## config.mk

```make
export PLATFORM = sky130hd
export DESIGN_NAME = keyed_block_accumulate_set_core_flat
export DESIGN_NICKNAME = d
export VERILOG_FILES = /design/src/hdl/kbas_pkg.sv /design/src/hdl/kbas_req_if.sv /design/src/hdl/kbas_rsp_if.sv /design/src/hdl/keyed_block_accumulate_set_core.sv /design/src/hdl/kbas_ram.sv /design/src/flat_wrapper.sv
export SDC_FILE = /design/constraint.sdc
export NUM_CORES = 2
export LEC_CHECK = 0
export BUFFER_PORTS_ARGS = -buffer_cell sky130_fd_sc_hd__clkbuf_2
export CAP_MARGIN = 15
export CELL_PAD_IN_SITES_DETAIL_PLACEMENT = 1
export CELL_PAD_IN_SITES_GLOBAL_PLACEMENT = 2
export CORE_UTILIZATION = 30
export CTS_BUF_LIST = sky130_fd_sc_hd__clkbuf_16
export DETAILED_ROUTE_END_ITERATION = 10
export PLACE_DENSITY = 0.6
export SLEW_MARGIN = 5
export SYNTH_ARGS = -nofsm -noshare
export SYNTH_HDL_FRONTEND = slang
export SYNTH_SLANG_ARGS = --single-unit
export TNS_END_PERCENT = 5
```

## constraint.sdc

```tcl
create_clock -name i_clk -period 5.19 [get_ports i_clk]
set_input_delay 0 -clock i_clk [delete_from_list [all_inputs] [get_ports i_clk]]
set_output_delay 0 -clock i_clk [all_outputs]
set_load 0.005 [all_outputs]
```

## src/hdl/kbas_pkg.sv

```systemverilog
`default_nettype none
// ----------------------------------------------------------------------------
// kbas_pkg
// Sizes, field widths and command codes of the keyed block accumulate set.
// ----------------------------------------------------------------------------
package kbas_pkg;

    localparam int ENTRIES = 64;
    localparam int DOF     = 1;
    localparam int BLOCK   = DOF * DOF;

    localparam int KEY_AW = (ENTRIES > 1) ? $clog2(ENTRIES) : 1;
    localparam int VAL_AW = (ENTRIES * BLOCK > 1) ? $clog2(ENTRIES * BLOCK) : 1;
    localparam int CNT_W  = $clog2(ENTRIES + 1);
    localparam int BLK_AW = (BLOCK > 1) ? $clog2(BLOCK) : 1;

    localparam int CMD_W   = 3;
    localparam int KEY_W   = 16;
    localparam int ELEM_W  = 6;
    localparam int VAL_W   = 32;
    localparam int SLOT_W  = 6;
    localparam int COUNT_W = 7;

    localparam logic [CMD_W-1:0] CMD_CLEAR  = 3'd0;
    localparam logic [CMD_W-1:0] CMD_INSERT = 3'd1;
    localparam logic [CMD_W-1:0] CMD_ACCUM  = 3'd2;
    localparam logic [CMD_W-1:0] CMD_SORT   = 3'd3;
    localparam logic [CMD_W-1:0] CMD_READ   = 3'd4;

    typedef logic [KEY_W-1:0] t_key;
    typedef logic signed [VAL_W-1:0] t_val;

endpackage
`default_nettype wire

```

## src/hdl/kbas_req_if.sv

```systemverilog
`default_nettype none
// ----------------------------------------------------------------------------
// kbas_req_if
// Command item channel: valid/ready with the command payload.
// ----------------------------------------------------------------------------
interface kbas_req_if;
    import kbas_pkg::*;

    logic                     valid;
    logic                     ready;
    logic [CMD_W-1:0]         cmd;
    logic [KEY_W-1:0]         key;
    logic [ELEM_W-1:0]        elem;
    logic signed [VAL_W-1:0]  addend;
    logic [SLOT_W-1:0]        slot;

    modport source (output valid, cmd, key, elem, addend, slot, input ready);
    modport sink   (input valid, cmd, key, elem, addend, slot, output ready);
endinterface
`default_nettype wire

```

## src/hdl/kbas_rsp_if.sv

```systemverilog
`default_nettype none
// ----------------------------------------------------------------------------
// kbas_rsp_if
// Result item channel: valid/ready with the result payload.
// ----------------------------------------------------------------------------
interface kbas_rsp_if;
    import kbas_pkg::*;

    logic                     valid;
    logic                     ready;
    logic                     hit;
    logic                     full_res;
    logic [COUNT_W-1:0]       count;
    logic [KEY_W-1:0]         read_key;
    logic signed [VAL_W-1:0]  read_value;

    modport source (output valid, hit, full_res, count, read_key, read_value, input ready);
    modport sink   (input valid, hit, full_res, count, read_key, read_value, output ready);
endinterface
`default_nettype wire

```

## src/hdl/keyed_block_accumulate_set_core.sv

```systemverilog
`default_nettype none
// Insert and accumulate scan the held keys linearly through the key RAM read port;
// sort orders the held keys ascending, with one key RAM read per compare.
// One item is in work at a time; the next item is taken while a result waits.
// Reset (synchronous, active low) empties the set; no RAM clearing pass is needed,
// since a slot's value block is zeroed when its key is inserted.
// ----------------------------------------------------------------------------
// keyed_block_accumulate_set_core
// Keyed set of node keys in insertion order (until a sort), each with a block of saturating
// Q16.16 accumulators; keys and values live in two synchronous RAMs.
// ----------------------------------------------------------------------------
module keyed_block_accumulate_set_core (
    input  wire logic  i_clk,
    input  wire logic  i_rst_n,
    kbas_req_if.sink   i_req,
    kbas_rsp_if.source o_rsp
);
    import kbas_pkg::*;

    localparam logic [3:0] S_IDLE = 4'd0;
    localparam logic [3:0] S_SRD  = 4'd1;
    localparam logic [3:0] S_SCMP = 4'd2;
    localparam logic [3:0] S_ZERO = 4'd3;
    localparam logic [3:0] S_ACC  = 4'd4;
    localparam logic [3:0] S_RDW  = 4'd5;
    localparam logic [3:0] S_SI   = 4'd6;
    localparam logic [3:0] S_SIW  = 4'd7;
    localparam logic [3:0] S_SJ   = 4'd8;
    localparam logic [3:0] S_SJW  = 4'd9;
    localparam logic [3:0] S_SIE  = 4'd10;
    localparam logic [3:0] S_RESP = 4'd11;

    logic [3:0]         r_state, n_state;
    logic [CMD_W-1:0]   r_cmd, n_cmd;
    t_key               r_key, n_key;
    logic [ELEM_W-1:0]  r_elem, n_elem;
    t_val               r_addend, n_addend;
    logic [CNT_W-1:0]   r_count, n_count;
    logic [CNT_W-1:0]   r_idx, n_idx;
    logic [CNT_W-1:0]   r_i, n_i;
    logic [CNT_W-1:0]   r_j, n_j;
    t_key               r_ki, n_ki;
    logic [BLK_AW-1:0]  r_e, n_e;
    logic               r_hit, n_hit;
    logic               r_full, n_full;
    t_key               r_rkey, n_rkey;
    t_val               r_rval, n_rval;
    logic               r_o_valid, n_o_valid;
    logic               r_o_hit, n_o_hit;
    logic               r_o_full, n_o_full;
    logic [COUNT_W-1:0] r_o_count, n_o_count;
    t_key               r_o_rkey, n_o_rkey;
    t_val               r_o_rval, n_o_rval;

    logic              k_we;
    logic [KEY_AW-1:0] k_waddr, k_raddr;
    t_key              k_wdata, k_rdata;
    logic              v_we;
    logic [VAL_AW-1:0] v_waddr, v_raddr;
    t_val              v_wdata, v_rdata;

    logic [VAL_AW-1:0] w_acc_addr, w_zero_addr, w_rd_addr;
    logic [VAL_W:0]    w_sum;
    t_val              w_sat;

    kbas_ram #(.WIDTH(KEY_W), .DEPTH(ENTRIES)) u_key_ram (
        .i_clk   (i_clk),
        .i_we    (k_we),
        .i_waddr (k_waddr),
        .i_wdata (k_wdata),
        .i_raddr (k_raddr),
        .o_rdata (k_rdata)
    );

    kbas_ram #(.WIDTH(VAL_W), .DEPTH(ENTRIES * BLOCK)) u_val_ram (
        .i_clk   (i_clk),
        .i_we    (v_we),
        .i_waddr (v_waddr),
        .i_wdata (v_wdata),
        .i_raddr (v_raddr),
        .o_rdata (v_rdata)
    );

    assign w_acc_addr  = VAL_AW'(r_idx) * VAL_AW'(BLOCK) + VAL_AW'(r_elem);
    assign w_zero_addr = VAL_AW'(r_count) * VAL_AW'(BLOCK) + VAL_AW'(r_e);
    assign w_rd_addr   = VAL_AW'(i_req.slot) * VAL_AW'(BLOCK) + VAL_AW'(i_req.elem);

    assign w_sum = {v_rdata[VAL_W-1], v_rdata} + {r_addend[VAL_W-1], r_addend};
    always_comb begin
        if (w_sum[VAL_W] != w_sum[VAL_W-1]) begin
            w_sat = w_sum[VAL_W] ? {1'b1, {(VAL_W-1){1'b0}}} : {1'b0, {(VAL_W-1){1'b1}}};
        end else begin
            w_sat = w_sum[VAL_W-1:0];
        end
    end

    assign i_req.ready      = (r_state == S_IDLE);
    assign o_rsp.valid      = r_o_valid;
    assign o_rsp.hit        = r_o_hit;
    assign o_rsp.full_res   = r_o_full;
    assign o_rsp.count      = r_o_count;
    assign o_rsp.read_key   = r_o_rkey;
    assign o_rsp.read_value = r_o_rval;

    always_comb begin
        n_state   = r_state;
        n_cmd     = r_cmd;
        n_key     = r_key;
        n_elem    = r_elem;
        n_addend  = r_addend;
        n_count   = r_count;
        n_idx     = r_idx;
        n_i       = r_i;
        n_j       = r_j;
        n_ki      = r_ki;
        n_e       = r_e;
        n_hit     = r_hit;
        n_full    = r_full;
        n_rkey    = r_rkey;
        n_rval    = r_rval;
        n_o_valid = r_o_valid;
        n_o_hit   = r_o_hit;
        n_o_full  = r_o_full;
        n_o_count = r_o_count;
        n_o_rkey  = r_o_rkey;
        n_o_rval  = r_o_rval;
        k_we      = 1'b0;
        k_waddr   = KEY_AW'(r_count);
        k_wdata   = r_key;
        k_raddr   = KEY_AW'(r_idx);
        v_we      = 1'b0;
        v_waddr   = w_zero_addr;
        v_wdata   = '0;
        v_raddr   = w_acc_addr;

        if (r_o_valid && o_rsp.ready) begin
            n_o_valid = 1'b0;
        end

        case (r_state)
            S_IDLE: begin
                k_raddr = KEY_AW'(i_req.slot);
                v_raddr = w_rd_addr;
                if (i_req.valid) begin
                    n_cmd    = i_req.cmd;
                    n_key    = i_req.key;
                    n_elem   = i_req.elem;
                    n_addend = i_req.addend;
                    n_hit    = 1'b0;
                    n_full   = 1'b0;
                    n_rkey   = '0;
                    n_rval   = '0;
                    n_idx    = '0;
                    n_i      = '0;
                    n_e      = '0;
                    n_state  = S_RESP;
                    case (i_req.cmd)
                        CMD_CLEAR: begin
                            n_count = '0;
                        end
                        CMD_INSERT, CMD_ACCUM: begin
                            if (r_count != '0) begin
                                n_state = S_SRD;
                            end else if (i_req.cmd == CMD_INSERT) begin
                                n_state = S_ZERO;
                            end
                        end
                        CMD_SORT: begin
                            if (r_count > CNT_W'(1)) begin
                                n_state = S_SI;
                            end
                        end
                        CMD_READ: begin
                            if (CNT_W'(i_req.slot) < r_count) begin
                                n_state = S_RDW;
                            end
                        end
                        default: begin
                            n_state = S_RESP;
                        end
                    endcase
                end
            end
            S_SRD: begin
                n_state = S_SCMP;
            end
            S_SCMP: begin
                if (k_rdata == r_key) begin
                    n_state = S_RESP;
                    if (r_cmd == CMD_INSERT) begin
                        n_hit = 1'b1;
                    end else if (int'(r_elem) < BLOCK) begin
                        n_state = S_ACC;
                    end
                end else if (CNT_W'(r_idx + 1'b1) < r_count) begin
                    n_idx   = CNT_W'(r_idx + 1'b1);
                    n_state = S_SRD;
                end else begin
                    n_state = S_RESP;
                    if (r_cmd == CMD_INSERT) begin
                        if (r_count < CNT_W'(ENTRIES)) begin
                            n_state = S_ZERO;
                        end else begin
                            n_full = 1'b1;
                        end
                    end
                end
            end
            S_ACC: begin
                v_we    = 1'b1;
                v_waddr = w_acc_addr;
                v_wdata = w_sat;
                n_hit   = 1'b1;
                n_state = S_RESP;
            end
            S_ZERO: begin
                k_we    = 1'b1;
                v_we    = 1'b1;
                if (r_e == BLK_AW'(BLOCK - 1)) begin
                    n_count = CNT_W'(r_count + 1'b1);
                    n_state = S_RESP;
                end else begin
                    n_e = BLK_AW'(r_e + 1'b1);
                end
            end
            S_RDW: begin
                n_hit   = 1'b1;
                n_rkey  = k_rdata;
                n_rval  = (int'(r_elem) < BLOCK) ? v_rdata : '0;
                n_state = S_RESP;
            end
            S_SI: begin
                k_raddr = KEY_AW'(r_i);
                n_state = S_SIW;
            end
            S_SIW: begin
                n_ki    = k_rdata;
                n_j     = CNT_W'(r_i + 1'b1);
                n_state = S_SJ;
            end
            S_SJ: begin
                k_raddr = KEY_AW'(r_j);
                n_state = S_SJW;
            end
            S_SJW: begin
                if (r_ki > k_rdata) begin
                    k_we    = 1'b1;
                    k_waddr = KEY_AW'(r_j);
                    k_wdata = r_ki;
                    n_ki    = k_rdata;
                end
                if (CNT_W'(r_j + 1'b1) < r_count) begin
                    n_j     = CNT_W'(r_j + 1'b1);
                    n_state = S_SJ;
                end else begin
                    n_state = S_SIE;
                end
            end
            S_SIE: begin
                k_we    = 1'b1;
                k_waddr = KEY_AW'(r_i);
                k_wdata = r_ki;
                n_i     = CNT_W'(r_i + 1'b1);
                if ((CNT_W + 1)'(r_i + 2'd2) < (CNT_W + 1)'(r_count)) begin
                    n_state = S_SI;
                end else begin
                    n_state = S_RESP;
                end
            end
            S_RESP: begin
                if (!r_o_valid || o_rsp.ready) begin
                    n_o_valid = 1'b1;
                    n_o_hit   = r_hit;
                    n_o_full  = r_full;
                    n_o_count = COUNT_W'(r_count);
                    n_o_rkey  = r_rkey;
                    n_o_rval  = r_rval;
                    n_state   = S_IDLE;
                end
            end
            default: begin
                n_state = S_IDLE;
            end
        endcase
    end

    always_ff @(posedge i_clk) begin
        if (!i_rst_n) begin
            r_state   <= S_IDLE;
            r_count   <= '0;
            r_o_valid <= 1'b0;
        end else begin
            r_state   <= n_state;
            r_count   <= n_count;
            r_o_valid <= n_o_valid;
        end
    end

    always_ff @(posedge i_clk) begin
        r_cmd     <= n_cmd;
        r_key     <= n_key;
        r_elem    <= n_elem;
        r_addend  <= n_addend;
        r_idx     <= n_idx;
        r_i       <= n_i;
        r_j       <= n_j;
        r_ki      <= n_ki;
        r_e       <= n_e;
        r_hit     <= n_hit;
        r_full    <= n_full;
        r_rkey    <= n_rkey;
        r_rval    <= n_rval;
        r_o_hit   <= n_o_hit;
        r_o_full  <= n_o_full;
        r_o_count <= n_o_count;
        r_o_rkey  <= n_o_rkey;
        r_o_rval  <= n_o_rval;
    end

`ifndef SYNTHESIS
    a_count_range: assert property (@(posedge i_clk) disable iff (!i_rst_n)
        r_count <= CNT_W'(ENTRIES))
        else $error("key count above table size");

    a_count_step: assert property (@(posedge i_clk) disable iff (!i_rst_n)
        $past(i_rst_n) |-> (r_count == $past(r_count)) ||
                           (r_count == CNT_W'($past(r_count) + 1'b1)) ||
                           (r_count == '0))
        else $error("key count moved by more than one insert");

    a_full_result: assert property (@(posedge i_clk) disable iff (!i_rst_n)
        (o_rsp.valid && o_rsp.full_res) |->
            (o_rsp.count == COUNT_W'(ENTRIES)) && !o_rsp.hit)
        else $error("dropped insert reported with table not full");

    a_sort_index: assert property (@(posedge i_clk) disable iff (!i_rst_n)
        (r_state == S_SJ || r_state == S_SJW) |-> (r_j < r_count) && (r_i < r_j))
        else $error("sort index out of range");
`endif
endmodule
`default_nettype wire

```

## src/hdl/kbas_ram.sv

```systemverilog
`default_nettype none
// ----------------------------------------------------------------------------
// kbas_ram
// Simple dual-port RAM: one write port, one read port, registered read data.
// ----------------------------------------------------------------------------
module kbas_ram #(
    parameter int WIDTH = 32,
    parameter int DEPTH = 64,
    localparam int AW   = (DEPTH > 1) ? $clog2(DEPTH) : 1
) (
    input  wire logic             i_clk,
    input  wire logic             i_we,
    input  wire logic [AW-1:0]    i_waddr,
    input  wire logic [WIDTH-1:0] i_wdata,
    input  wire logic [AW-1:0]    i_raddr,
    output logic      [WIDTH-1:0] o_rdata
);
    logic [WIDTH-1:0] r_mem [DEPTH];
    logic [WIDTH-1:0] r_rdata;

    always_ff @(posedge i_clk) begin
        if (i_we) begin
            r_mem[i_waddr] <= i_wdata;
        end
        r_rdata <= r_mem[i_raddr];
    end

    assign o_rdata = r_rdata;
endmodule
`default_nettype wire

```

## src/flat_wrapper.sv

```systemverilog
// flat-port wrapper written by rule: the top's interface ports become plain ports
module keyed_block_accumulate_set_core_flat import kbas_pkg::*;
  (i_clk, i_rst_n, i_req_valid, i_req_cmd, i_req_key, i_req_elem, i_req_addend, i_req_slot, i_req_ready, o_rsp_valid, o_rsp_hit, o_rsp_full_res, o_rsp_count, o_rsp_read_key, o_rsp_read_value, o_rsp_ready);
  kbas_req_if i_req_i ();
  kbas_rsp_if o_rsp_i ();
  input  wire logic i_clk;
  input  wire logic i_rst_n;
  input wire logic [$bits(i_req_i.valid)-1:0] i_req_valid;
  input wire logic [$bits(i_req_i.cmd)-1:0] i_req_cmd;
  input wire logic [$bits(i_req_i.key)-1:0] i_req_key;
  input wire logic [$bits(i_req_i.elem)-1:0] i_req_elem;
  input wire logic [$bits(i_req_i.addend)-1:0] i_req_addend;
  input wire logic [$bits(i_req_i.slot)-1:0] i_req_slot;
  output wire logic [$bits(i_req_i.ready)-1:0] i_req_ready;
  output wire logic [$bits(o_rsp_i.valid)-1:0] o_rsp_valid;
  output wire logic [$bits(o_rsp_i.hit)-1:0] o_rsp_hit;
  output wire logic [$bits(o_rsp_i.full_res)-1:0] o_rsp_full_res;
  output wire logic [$bits(o_rsp_i.count)-1:0] o_rsp_count;
  output wire logic [$bits(o_rsp_i.read_key)-1:0] o_rsp_read_key;
  output wire logic [$bits(o_rsp_i.read_value)-1:0] o_rsp_read_value;
  input wire logic [$bits(o_rsp_i.ready)-1:0] o_rsp_ready;
  assign i_req_i.valid = i_req_valid;
  assign i_req_i.cmd = i_req_cmd;
  assign i_req_i.key = i_req_key;
  assign i_req_i.elem = i_req_elem;
  assign i_req_i.addend = i_req_addend;
  assign i_req_i.slot = i_req_slot;
  assign i_req_ready = i_req_i.ready;
  assign o_rsp_valid = o_rsp_i.valid;
  assign o_rsp_hit = o_rsp_i.hit;
  assign o_rsp_full_res = o_rsp_i.full_res;
  assign o_rsp_count = o_rsp_i.count;
  assign o_rsp_read_key = o_rsp_i.read_key;
  assign o_rsp_read_value = o_rsp_i.read_value;
  assign o_rsp_i.ready = o_rsp_ready;
  keyed_block_accumulate_set_core u_core (.i_clk(i_clk), .i_rst_n(i_rst_n), .i_req(i_req_i), .o_rsp(o_rsp_i));
endmodule
```

# After elaboration in Yosys (flattened, before gate mapping)
# Memories as Yosys holds them, arrays and structs flattened. A register that Yosys moved wholly into a read port is not among the register bits.
# Cells that the tools add are included.
# op_classes
add_sub_neg	10
order_cmp	8
n_eq_ne	30
muxes	66
n_reduce_logical	28
# op_table
op	count
$mux W32	5
$pmux W16 S2	3
$pmux W32 S2	1
$mux W4	14
$pmux W7 S2	4
$mux W7	7
$mux W16	3
$pmux W4 S11	1
$add A32 B32 Y33	1
$add A7 B1 Y7 const B	4
$mux W6	3
$pmux W6 S3	1
$mux W1	17
$eq A16 B16 Y1	1
$eq A4 B3 Y1 const B	4
$eq A4 B4 Y1 const B	4
$gt A16 B16 Y1	1
$lt A7 B7 Y1	2
$ne A2 B1 Y1 const B	7
$reduce_and A2 Y1	7
$add A6 B6 Y6	2
$pmux W4 S3	1
$pmux W6 S2	1
$reduce_and A4 Y1	3
other kinds (29)	45
# totals
reg_bits	214
ramBits	3072
input_bits	67
out_inout_bits	59
mem_count	2
# mem_list
name	depth	width	rd	rd_clocked_by_memory_dff	wr	line	source
u_core.u_val_ram.r_mem	64	32	1	1	1	kbas_ram.sv:18	logic [WIDTH-1:0] r_mem [DEPTH];
u_core.u_key_ram.r_mem	64	16	1	1	1	kbas_ram.sv:18	

# Depth between registers and ports, before layout
# logic_depth
word_depth	6
mapped_depth	14
depth_no_buf	12

# Cells and area by module
# A second synthesis with hierarchy kept.
# unflattened
hier_cells	6168
hier_area_um2	130368.8
# by_module_without_submodules
module	instances	cells_per_inst	area_per_inst_um2	seq_area_each_um2
kbas_ram at u_core.u_val_ram	1	3324	78515.3	62139.6
kbas_ram at u_core.u_key_ram	1	1822	39949.6	31069.8
keyed_block_accumulate_set_core	1	1022	11903.9	6276.0

# Worst setup path after synthesis
# Ideal clock, no wire load.
# synth_timing
path_type	register -> register
startpoint	reg u_core.u_key_ram.r_rdata[1], in the netlist u_core.u_key_ram.o_rdata[1] (read register of u_core.u_key_ram.r_mem)
endpoint	mem u_core.u_key_ram.r_mem[0][0] (netlist bit), data pin
setup_ns	0.702
t_arrival_ns	4.584
slack_ns	-0.097
path_stages_with_launch	11
n_path_buf	1
synth_period_minus_slack_ns	5.287
path_cell_list	dfxtp_1 inv_1 ha_1 nor2b_1 o21a_1 o21ai_1 a211o_1 a21boi_1 o22ai_1 clkbuf_1 o21ai_0
# synth_between
elab_chain_cells	3
# synth_lines
item	line	source
start, declared	kbas_ram.sv:19	logic [WIDTH-1:0] r_rdata;
$gt A16 B16 Y1	keyed_block_accumulate_set_core.sv:246	if (r_ki > k_rdata) begin
$mux W16	keyed_block_accumulate_set_core.sv:246	
$pmux W16 S2	keyed_block_accumulate_set_core.sv:140	case (r_state)
net u_core.k_wdata[0]	keyed_block_accumulate_set_core.sv:57	t_key k_wdata, k_rdata;
end, declared	kbas_ram.sv:18	
# The timed path passes the listed nets, and every way through them passes these cells.

# Final worst setup path
# layout_timing
startpoint	reg u_core.r_state[1]
endpoint	mem u_core.u_key_ram.r_mem[14][1] (netlist bit), enable pin
# layout_between
elab_chain_cells	5
elab_cells_between_ends	8
# layout_lines
item	line	source
start, declared	keyed_block_accumulate_set_core.sv:33	logic [3:0] r_state, n_state;
start signal, assigned	keyed_block_accumulate_set_core.sv:293	r_state <= n_state;
$eq A4 B2 Y1 or $eq A4 B4 Y1 (tied branches)	keyed_block_accumulate_set_core.sv:140	
$reduce_or A2 Y1 (no line)	-	
$pmux W1 S2	keyed_block_accumulate_set_core.sv:140	
$mux W1	kbas_ram.sv:22	if (i_we) begin
$mux W1 (not written as such)	kbas_ram.sv:23	r_mem[i_waddr] <= i_wdata;
# Several ways; a longest one is shown, not always the timed one.

==> results.py <==
metrics = {
    "status": {
        "status": "finished, final reports clean",
    },
    "placement": {
        "dpl-instance-area_um2": 144100,
        "io_buffers": 125,
        "gp_congestion": 0.7981,
        "dp.cells": 13530,
        "place_hpwl_mm": 239.9,
    },
    "timing": {
        "clock.fmax_mhz": 206.9,
        "setup_tns_ns": 0,
        "slew_viol_final": 0,
        "relSlewSlack": 0.2454,
        "hold_violations": 0,
        "rsz0062_at_grt": "no",
        "tightestPinTransition_ns": 1.129,
        "period_minus_slack_ns": 4.833,
        "setup_viol": 0,
        "finClkSkew_ns": 0.1022,
        "fin_crit_sh": 0.9312,
    },
    "floorplanning": {
        "core_area_um2": 438400,
        "start_util": 0.3014,
        "die_height_um": 665.7,
        "dieArea_um2": 443200,
        "die_w_um": 665.7,
        "std_cell_rows": 243,
        "pin_count": 126,
    },
    "layout": {
        "post-route-util": 0.3583,
        "final_nets": 8299,
        "drive_above_1_share": 0.2014,
        "final_cell_area_um2": 157100,
        "nFillCells": 43857,
        "area_delta_synth_final_pct": 18.85,
        "layout.cells.most_common": "edfxtp_1",
        "layoutNonFillerInstCount": 14338,
        "final_cell_mix": "edfxtp_1 (3,273), nand2_1 (976), mux4_2 (512)",
    },
    "synth": {
        "synthDistinctLibCells": 71,
        "synthFlopType": "edfxtp_1",
        "syn_avg_cell_area_um2": 17.55,
        "syn_inst": 7530,
        "synth.net_count": 7688,
        "async_flop_share": 0,
        "yosysWarnings": 0,
        "ys_seq_elements": 3333,
        "synth_edf_count": 3273,
        "synth.cell_area_um2": 132200,
        "synth_sequential_area_ratio": 0.7528,
    },
    "setup_path": {
        "crit_path_max_fanout": 13,
        "timing.rr.end": "u_core.u_key_ram.r_mem[14][1]",
        "crit_path_start": "u_core.r_state[1]",
        "arrival_ns": 5.43,
        "crit_type": "register to register",
        "crit_path_start_kind": "register",
        "r2r_cells": 10,
        "cp-end-kind": "register",
        "reg2reg_from": "u_core.r_state[1]",
        "r2r_slack_ns": 0.36,
        "cp.required_ns": 5.79,
        "crit_path_end": "u_core.u_key_ram.r_mem[14][1]",
    },
    "drt": {
        "drtIter0Drc": 5529,
        "wl_per_cell_um": 27.85,
        "first_pass_iters": 5,
        "via_per_inst": 4.989,
        "drt_drc_violations_left": 0,
        "ant_nets": 0,
        "wirelength_mm": 399.3,
        "vias": 71539,
    },
    "power": {
        "pwr-share-comb": 0.390,
        "peakVddDrop_uv": 571.0,
        "netSwitchingFraction": 0.3723,
        "internal_power_uw": 58760,
        "clkPwrFrac": 0.271,
        "seq_power_share": 0.338,
        "leakage_uw": 0.04830,
        "power_density_nw_per_um2": 595.9,
        "p_switching_uw": 34850,
    },
    "global_routing": {
        "grt_usage": 0.1768,
        "grt_pass1_wl_mm": 568.2,
        "antenna_found_initial": 18,
        "overflow": 0,
        "grt_start_max_net_pins": 111,
        "grt_pass1_vias": 75741,
    },
    "worst_hold_path": {
        "hold_path_class": "primary input to register",
    },
    "clock_network": {
        "cts_htree_levels": 5,
        "tritoncts": "built",
        "clk_pin_slew_ns": 0.06,
        "clk_latency_ns": 0.98,
        "clock_path_buffers": 4,
        "numCtsBuffers": 371,
        "post_cts_resized": 0,
        "root_buffer": "clkbuf_16",
        "clock_sinks": 3333,
    },
    "flow_run": {
        "cap_viol_max_count": 0,
    },
}
## routing by layer
layer / wire length [µm] / global-route usage
met1: 165400 / 0.2239
met2: 208200 / 0.3195
met3: 14660 / 0.02026
met4: 11040 / 0.04690
met5: 0 / 0
## worst min-delay path by stage
| stage | from | end | slack [ns] | depth (start not counted) |
|---|---|---|---|---|
| 6_report | i_req_addend[14] | u_core.r_addend[14] | 0.05 | 2 |
| 5_1_grt | i_req_addend[14] | u_core.r_addend[14] | 0.002 | 2 |
| 4_1_cts | i_req_cmd[0] | u_core.r_cmd[0] | 0.002 | 2 |
| 3_5_place_dp | i_req_addend[28] | u_core.r_addend[28] | 0.18 | 1 |
| 3_3_place_gp | i_req_addend[27] | u_core.r_addend[27] | 0.18 | 1 |
| 2_1_floorplan | i_req_addend[0] | u_core.r_addend[0] | 0.1 | 0 |
## worst max-delay path: stages (launching register included)
cell      delay, ns
dfxtp_1        0.40
nor2_2         0.24
buf_4          0.22
nand3_1        0.66
a31oi_1        0.94
buf_4          0.31
o22ai_4        0.10
a221oi_1       0.51
nand3_1        0.41
nor2_1         0.39
buf_4          0.31
## metrics by stage
stage | power [µW] | hold WS [ns] | setup WS, ns
finish | 93610 | 0.05143 | 0.3571
global route | 97950 | 0.001741 | 0.2035
CTS | 95090 | 0.001915 | 0.3397
detailed placement | 69400 | 0.1788 | 0.3517
global placement | 69070 | 0.1791 | 0.3580
floorplan | 54380 | 0.09887 | 0.1916
## synthesized netlist by cell type, types with 4 or more instances
cell	instances	area (µm²)
a22oi_1	6	45.04
a211oi_1	134	1006
nor2_1	229	859.6
buf_6	6	67.56
xnor2_1	48	420.4
a21o_1	42	315.3
nand2_1	977	3667
a221o_1	22	220.2
o21a_1	12	90.09
a22o_1	5	43.79
o31ai_1	5	37.54
and2_1	44	275.3
nor2b_1	144	900.9
a31oi_1	106	663.1
edfxtp_1	3273	98280
o211ai_1	7	52.55
buf_2	134	670.6
nand2b_1	12	75.07
ha_1	88	1101
a32o_1	34	340.3
mux4_2	512	11530
dfxtp_1	60	1201
mux2i_1	322	3223
a32oi_1	32	280.3
a21boi_0	7	52.55
nand3_1	392	1962
nor3b_1	4	30.03
and3_1	107	669.4
xor2_1	31	271.5
o22ai_1	20	125.1
buf_4	14	105.1
clkbuf_1	236	885.9
o21ai_0	35	175.2
a221oi_1	38	332.8
mux2_2	16	180.2
inv_1	37	138.9
buf_1	33	123.9
a21oi_1	230	1151
or3_1	4	25.02
nand4_1	13	81.33
nor3_1	13	65.06
## power by group through the flow
| stage | Combinational, µW | Clock [µW] | Sequential [µW] |
|---|---|---|---|
| 6_report | 36500 | 25400 | 31700 |
| 5_1_grt | 39300 | 26900 | 31700 |
| 4_1_cts | 37300 | 26100 | 31700 |
| 3_5_place_dp | 37100 | 0 | 32300 |
| 3_3_place_gp | 36800 | 0 | 32200 |
| 2_1_floorplan | 22500 | 0 | 31900 |
## cell type report
cell class / instances / area, µm² / area share
Inverter: 39 / 148.9 / 0.0009479
Multi-Input combinational cell: 3735 / 31750 / 0.2021
Clock inverter: 305 / 2315 / 0.01474
Tap cell: 5880 / 7357 / 0.04684
Antenna cell: 8 / 20.02 / 0.0001275
Sequential cell: 3333 / 99490 / 0.6334
Clock buffer: 377 / 9434 / 0.06006
Timing Repair Buffer: 661 / 6566 / 0.04180
## cell families after synthesis
family,share of synthesized area
adder cells (fa/ha/maj),0.008786
AO/OA/AOI/OAI,0.03893
buffers and inverters,0.01513
AND/OR/NAND/NOR,0.06604
XOR/XNOR,0.005235
multiplexers,0.1131
flip-flops,0.7528
## registers in the layout, summed over array words and instances (netlist names), 3 cells and up
name	cells
u_core.r_count	7
u_core.r_idx	7
u_core.r_cmd	3
u_core.r_elem	6
u_core.r_j	7
u_core.o_rsp.read_key	16
u_core.r_i	7
u_core.u_val_ram.r_mem	2048
u_core.u_key_ram.o_rdata	16
u_core.r_rval	32
u_core.o_rsp.count	7
u_core.o_rsp.read_value	32
u_core.r_addend	32
u_core.r_rkey	16
u_core.r_key	16
u_core.u_key_ram.r_mem	1024
u_core.r_state	4
u_core.r_ki	16
u_core.u_val_ram.o_rdata	32
## repair_timing
item / 4_1_cts / 5_1_grt
hold buffers: 115 / 2
setup endpoints to repair: 0 / 0
hold endpoints to repair: 80 / 2
buffers inserted: 0 / 0
No activity file was read; power rests on OpenSTA's default activity.
